**src/rtl/apts_pkg.sv**
```systemverilog
// ----------------------------------------------------------------------------
// apts_pkg
// Types and constants shared by the aging priority task scheduler.
// ----------------------------------------------------------------------------
package apts_pkg;

  localparam int SLOT_W = 4;
  localparam int PRIO_W = 8;
  localparam int TIME_W = 32;
  localparam int EFF_W  = 33;
  localparam int CFG_W  = 8;

  // configuration register indexes
  localparam logic CFG_SLICE_RELOAD = 1'b0;
  localparam logic CFG_AGE_SHIFT    = 1'b1;

  localparam logic [7:0] SLICE_RELOAD_RST = 8'd10;
  localparam logic [2:0] AGE_SHIFT_RST    = 3'd2;

  typedef enum logic [2:0] {
    OP_TICK    = 3'd0,
    OP_CREATE  = 3'd1,
    OP_BLOCK   = 3'd2,
    OP_SLEEP   = 3'd3,
    OP_UNBLOCK = 3'd4,
    OP_EXIT    = 3'd5,
    OP_DESTROY = 3'd6,
    OP_YIELD   = 3'd7
  } op_t;

  typedef enum logic [1:0] {
    ST_READY   = 2'd0,
    ST_RUNNING = 2'd1,
    ST_BLOCKED = 2'd2,
    ST_ZOMBIE  = 2'd3
  } task_st_t;

  // command broadcast to every cell
  typedef enum logic [2:0] {
    CMD_NOP      = 3'd0,
    CMD_CREATE   = 3'd1,
    CMD_SET      = 3'd2,
    CMD_FREE     = 3'd3,
    CMD_SLEEP    = 3'd4,
    CMD_DISPATCH = 3'd5,
    CMD_AGE      = 3'd6
  } cell_cmd_t;

  typedef struct packed {
    cell_cmd_t           cmd;
    logic [SLOT_W-1:0]   sel;
    logic [SLOT_W-1:0]   sel2;
    logic                prev_valid;
    task_st_t            status;
    logic [PRIO_W-1:0]   prio;
    logic [TIME_W-1:0]   tval;
  } cell_ctl_t;

  // best-candidate record passed along the chain
  typedef struct packed {
    logic                any;
    logic                found;
    logic [SLOT_W-1:0]   slot;
    logic [EFF_W-1:0]    eff;
  } chain_t;

  typedef struct packed {
    logic [2:0]          op;
    logic [SLOT_W-1:0]   slot;
    logic [PRIO_W-1:0]   base_priority;
    logic [TIME_W-1:0]   sleep_ticks;
  } in_item_t;

  typedef struct packed {
    logic [SLOT_W-1:0]   running_slot;
    logic                has_running;
    logic                switched;
    logic [TIME_W-1:0]   tick_now;
    logic                status;
  } out_item_t;

endpackage

```
**src/rtl/apts_cell.sv**
```systemverilog
// ----------------------------------------------------------------------------
// apts_cell
// One task slot: holds its state and passes the best candidate onward.
// ----------------------------------------------------------------------------
module apts_cell #(
  parameter int IDX = 0
) (
  input  logic               clk,
  input  logic               rst_n,
  input  apts_pkg::cell_ctl_t ctl,
  input  logic [2:0]         age_shift,
  input  apts_pkg::chain_t   chain_in,
  output apts_pkg::chain_t   chain_out,
  output logic               hit
);

  localparam logic [8:0] IDX_L = 9'(IDX);

  logic                          used_r, used_nxt;
  apts_pkg::task_st_t            st_r, st_nxt;
  logic [apts_pkg::PRIO_W-1:0]   prio_r, prio_nxt;
  logic [apts_pkg::TIME_W-1:0]   age_r, age_nxt;
  logic [apts_pkg::TIME_W-1:0]   wake_r, wake_nxt;
  apts_pkg::chain_t              chain_r, chain_nxt;
  logic                          m_sel, m_sel2;
  logic [apts_pkg::EFF_W-1:0]    eff;

  assign m_sel  = (IDX_L == 9'(ctl.sel));
  assign m_sel2 = (IDX_L == 9'(ctl.sel2));
  assign hit    = used_r && m_sel;
  assign eff    = apts_pkg::EFF_W'(prio_r) + apts_pkg::EFF_W'(age_r >> age_shift);

  // slot state update
  always_comb begin
    used_nxt = used_r;
    st_nxt   = st_r;
    prio_nxt = prio_r;
    age_nxt  = age_r;
    wake_nxt = wake_r;
    unique case (ctl.cmd)
      apts_pkg::CMD_CREATE: begin
        if (m_sel) begin
          used_nxt = 1'b1;
          st_nxt   = apts_pkg::ST_READY;
          prio_nxt = ctl.prio;
          age_nxt  = '0;
          wake_nxt = '0;
        end
      end
      apts_pkg::CMD_SET: begin
        if (m_sel) st_nxt = ctl.status;
      end
      apts_pkg::CMD_FREE: begin
        if (m_sel) begin
          used_nxt = 1'b0;
          st_nxt   = apts_pkg::ST_READY;
        end
      end
      apts_pkg::CMD_SLEEP: begin
        if (m_sel) begin
          st_nxt   = apts_pkg::ST_BLOCKED;
          wake_nxt = ctl.tval;
        end
      end
      apts_pkg::CMD_DISPATCH: begin
        if (ctl.prev_valid && m_sel && st_r == apts_pkg::ST_RUNNING)
          st_nxt = apts_pkg::ST_READY;
        if (m_sel2) begin
          st_nxt  = apts_pkg::ST_RUNNING;
          age_nxt = '0;
        end
      end
      apts_pkg::CMD_AGE: begin
        if (used_r) begin
          if (st_r == apts_pkg::ST_READY && age_r != '1) age_nxt = age_r + 1'b1;
          if (st_r == apts_pkg::ST_BLOCKED && wake_r != '0 && ctl.tval >= wake_r) begin
            wake_nxt = '0;
            st_nxt   = apts_pkg::ST_READY;
          end
        end
      end
      default: ;
    endcase
  end

  // candidate compare against the upstream best
  always_comb begin
    chain_nxt     = chain_in;
    chain_nxt.any = chain_in.any | used_r;
    if (used_r && st_r == apts_pkg::ST_READY && (!chain_in.found || eff > chain_in.eff)) begin
      chain_nxt.found = 1'b1;
      chain_nxt.slot  = apts_pkg::SLOT_W'(IDX);
      chain_nxt.eff   = eff;
    end
  end

  always_ff @(posedge clk) begin
    if (!rst_n) begin
      used_r <= 1'b0;
      st_r   <= apts_pkg::ST_READY;
    end else begin
      used_r <= used_nxt;
      st_r   <= st_nxt;
    end
    prio_r  <= prio_nxt;
    age_r   <= age_nxt;
    wake_r  <= wake_nxt;
    chain_r <= chain_nxt;
  end

  assign chain_out = chain_r;

endmodule

```
**config.mk**
```make
export PLATFORM = sky130hd
export DESIGN_NAME = apts_cell
export DESIGN_NICKNAME = d
export VERILOG_FILES = /design/src/rtl/apts_pkg.sv /design/src/rtl/apts_cell.sv
export SDC_FILE = /design/constraint.sdc
export NUM_CORES = 1
export LEC_CHECK = 0
export ABC_CLOCK_PERIOD_IN_PS = 17100
export BUFFER_PORTS_ARGS = -buffer_cell sky130_fd_sc_hd__buf_2
export CORE_ASPECT_RATIO = 1.4
export CORE_MARGIN = 2
export CORE_UTILIZATION = 25
export DETAILED_ROUTE_END_ITERATION = 16
export PLACE_DENSITY_LB_ADDON = 0.05
export SYNTH_ARGS = -nofsm -noshare
export SYNTH_HDL_FRONTEND = slang
export SYNTH_SLANG_ARGS = --single-unit
```
**constraint.sdc**
```tcl
create_clock -name clk -period 17.1 [get_ports clk]
set_clock_uncertainty 0.2 [all_clocks]
set_input_delay 1.71 -clock clk [delete_from_list [all_inputs] [get_ports clk]]
set_output_delay 1.71 -clock clk [all_outputs]
set_load 0.01 [all_outputs]
```
==> results.yml <==
critical_path:
  worst_path_max_delay_cell: "nor2_2"
  critical_path_class: "input pin to flop"
  crit_chain: "buf_2 -> buf_4 -> inv_1 -> or2_2 -> a21oi_1 -> a21oi_1 -> ha_1 -> o211ai_1 -> o21ai_0 -> or4_1 -> and3b_1 -> nand4_2 -> or3_1 -> nand2_1 -> ha_1 -> and4_1 -> and3_1 -> and4_1 -> a31oi_1 -> o21ai_0 -> nor2_2 -> buf_4 -> mux2_2"
  cp_max_fo: 56
  cp_data_arrival_time_ps: 8410
  cp.required_ps: 17220
  crit_path_max_incr_delay_ps: 660
  rr_startpoint: "age_r[9]"
  ff2ff_path_depth: 19
  r2r_end: "chain_out[23]"
  cp-end-kind: "flop"
  critPathLaunchType: "input pin"
  r2r_setup_slack_ps: 10520
clock_network:
  cts_root_buf: "clkbuf_16"
  htree_levels: 4
  cts_setup_buffers: 0
  cts_resized: 0
  cts_hold_buf: 0
  clkTransAtPathRegs_ps: 60
  clock-sinks: 114
  cts_tree: "done"
  clk_latency_ps: 440
  cts_buffers: 17
  max-clock-path-buffers: 2
detailed_routing:
  wl_per_cell_um: 16.51
  ant_nets: 0
  drc_errors: 0
  drtPass1Iterations: 4
  drt_iter0_markers: 332
  wirelength_mm: 25.18
  vias_per_cell: 4.689
  via_count: 7150
timing:
  rsz0062_at_grt: "false"
  finalCriticalPeriod_ps: 8287
  hold_slack_ps: 294.5
  clock.fmax_mhz: 120.7
  drv_slew: 0
  finalSetupViolCount: 0
  hold_viol_final: 0
  worst_pin_slew_ps: 864.5
  tns_ps: 0
  post-route-period-util: 0.4846
  relSlewSlack: 0.4184
floorplanning:
  die-width_um: 163.3
  die_area_mm2: 0.03706
  core.rowCount: 81
  die_h_um: 227.0
  start_util: 0.2539
  io_pins: 138
  coreArea_mm2: 0.03496
synthesis:
  ys_seq_area_frac: 0.3382
  syn_nets: 1115
  syn_avg_cell_area_um2: 9.425
  ys_warn_count: 0
  synthFlopType: "edfxtp_1"
  synth.distinct_cells: 69
  synth_edf_count: 72
  ys_async_sr_fraction: 0
  syn_area_mm2: 0.008879
  synthCells: 942
  synth_seq_cells: 114
placement:
  hpwlAfterDp_mm: 19.52
  detailed_place.area_mm2: 0.009997
  gp_congestion: 0.7427
  port_buffers: 137
power_and_ir_drop:
  seq_power_share: 0.363
  combPwrFrac: 0.197
  leakage_nw: 4.531
  power_density_mw_per_mm2: 82.77
  vdd_ir_drop_max_mv: 0.05611
  p_int_uw: 625.2
  clkPwrFrac: 0.440
  power.share.switching: 0.2883
  switchingPower_uw: 253.3
worst_hold_path:
  hold_class: "flop to flop"
  hp-start: "st_r[1]"
  whs_path_depth: 2
  holdPathEnd: "st_r[1]"
flow_run:
  max_cap_viol_count: 0
finish:
  antenna_cells: 0
  drive_gt1_frac: 0.2283
  final_cell_area_mm2: 0.01061
  layout_common_cells: "137 x buf_2, 78 x inv_1, 74 x ha_1"
  area_growth_pct: 19.53
  fillCellCount: 3710
  layout.nets: 1229
  final_common_cell: "buf_2"
outcome:
  outcome: "finished, final reports clean"
global_routing:
  grt.total_usage: 0.1418
  overflow: 0
  grt_pass1_wl_mm: 40.19
  grt_start_max_net_pins: 58
  grt_pass1_vias: 7344
  antenna_found_initial: 1
-- logic make-up (layout without fill, tap and decap cells) --
group,after synthesis,count (layout),share of synthesized area
flip-flops,114,114,0.3382
AO/OA/AOI/OAI,173,173,0.1267
buffers and inverters,130,257,0.05989
XOR/XNOR,46,46,0.04538
AND/OR/NAND/NOR,324,324,0.2018
multiplexers,80,80,0.1215
adder cells (fa/ha/maj),75,75,0.1065
-- worst max-delay path: cells and delay by family --
| family | cells | cell delay [ps] |
|---|---|---|
| AOI/OAI and AO/OA | 6 | 1060 |
| adders and majority gates | 2 | 620 |
| buffers and inverters | 4 | 1430 |
| muxes | 1 | 360 |
| and+or+nand+nor | 10 | 3170 |
-- worst max-delay path by stage --
stage | from | end | slack, ps | cells past startpoint
floorplan | age_shift[1] | chain_out[0] | 9040 | 22
global placement | age_shift[0] | chain_out[0] | 8320 | 21
detailed placement | age_shift[0] | chain_out[0] | 8290 | 21
CTS | age_shift[0] | chain_out[0] | 8750 | 21
global route | age_shift[0] | chain_out[25] | 8210 | 23
finish | age_shift[0] | chain_out[23] | 8810 | 23
-- power groups by stage --
stage | Sequential [mW] | Combinational (mW) | Clock, mW
3_5_place_dp | 0.325 | 0.176 | 0
3_3_place_gp | 0.325 | 0.178 | 0
6_report | 0.319 | 0.173 | 0.386
5_1_grt | 0.321 | 0.198 | 0.407
4_1_cts | 0.319 | 0.177 | 0.398
2_1_floorplan | 0.322 | 0.122 | 0
-- through the flow --
step / utilization / setup WS, ps / cells / total power, mW
2_1_floorplan: - / 9041 / 942 / 0.4434
3_3_place_gp: 0.2859 / 8320 / 1493 / 0.5032
3_5_place_dp: 0.2859 / 8290 / 1493 / 0.5015
4_1_cts: 0.3035 / 8747 / 1525 / 0.8945
5_1_grt: 0.3035 / 8206 / 1525 / 0.9260
6_report: 0.3035 / 8813 / 1525 / 0.8785
-- flip-flops by register name (all words and copies together) (netlist names) --
signal	flops
age_r	32
chain_out	39
prio_r	8
st_r	2
used_r	1
wake_r	32
-- layer usage --
metal,GRT usage,vias to the layer above,wire [µm]
li1,-,3677,-
met1,0.1628,3312,10660
met2,0.2632,142,13160
met3,0.02405,17,964
met4,0.04882,2,388
met5,0,-,7
-- cell usage after synthesis, drive strengths merged, types with 8 or more instances --
cell,number,share of area
ha,74,0.10
mux2i,29,0.033
or2,8,0.0056
nor4,16,0.012
nor2b,10,0.0070
mux4,18,0.047
a21o,28,0.024
a21oi,43,0.024
clkbuf,35,0.015
o21ai,41,0.023
nand3,29,0.017
mux2,33,0.042
xnor2,20,0.020
nor3,14,0.0079
inv,78,0.033
nand2,52,0.022
dfxtp,42,0.095
and2,47,0.033
nand2b,10,0.0070
and3,15,0.011
buf,17,0.012
nand4,31,0.023
xor2,26,0.026
nor2,62,0.026
edfxtp,72,0.24
-- layout make-up --
cell class / count / area, µm² / share of cell area
Tap cell: 456 / 570.5 / 0.05376
Sequential cell: 114 / 3003 / 0.2830
Clock buffer: 18 / 429.2 / 0.04044
Clock inverter: 14 / 186.4 / 0.01757
Multi-Input combinational cell: 698 / 5370 / 0.5060
Timing Repair Buffer: 147 / 760.7 / 0.07168
Inverter: 78 / 292.8 / 0.02759
Power figures use the tool's default switching activity.
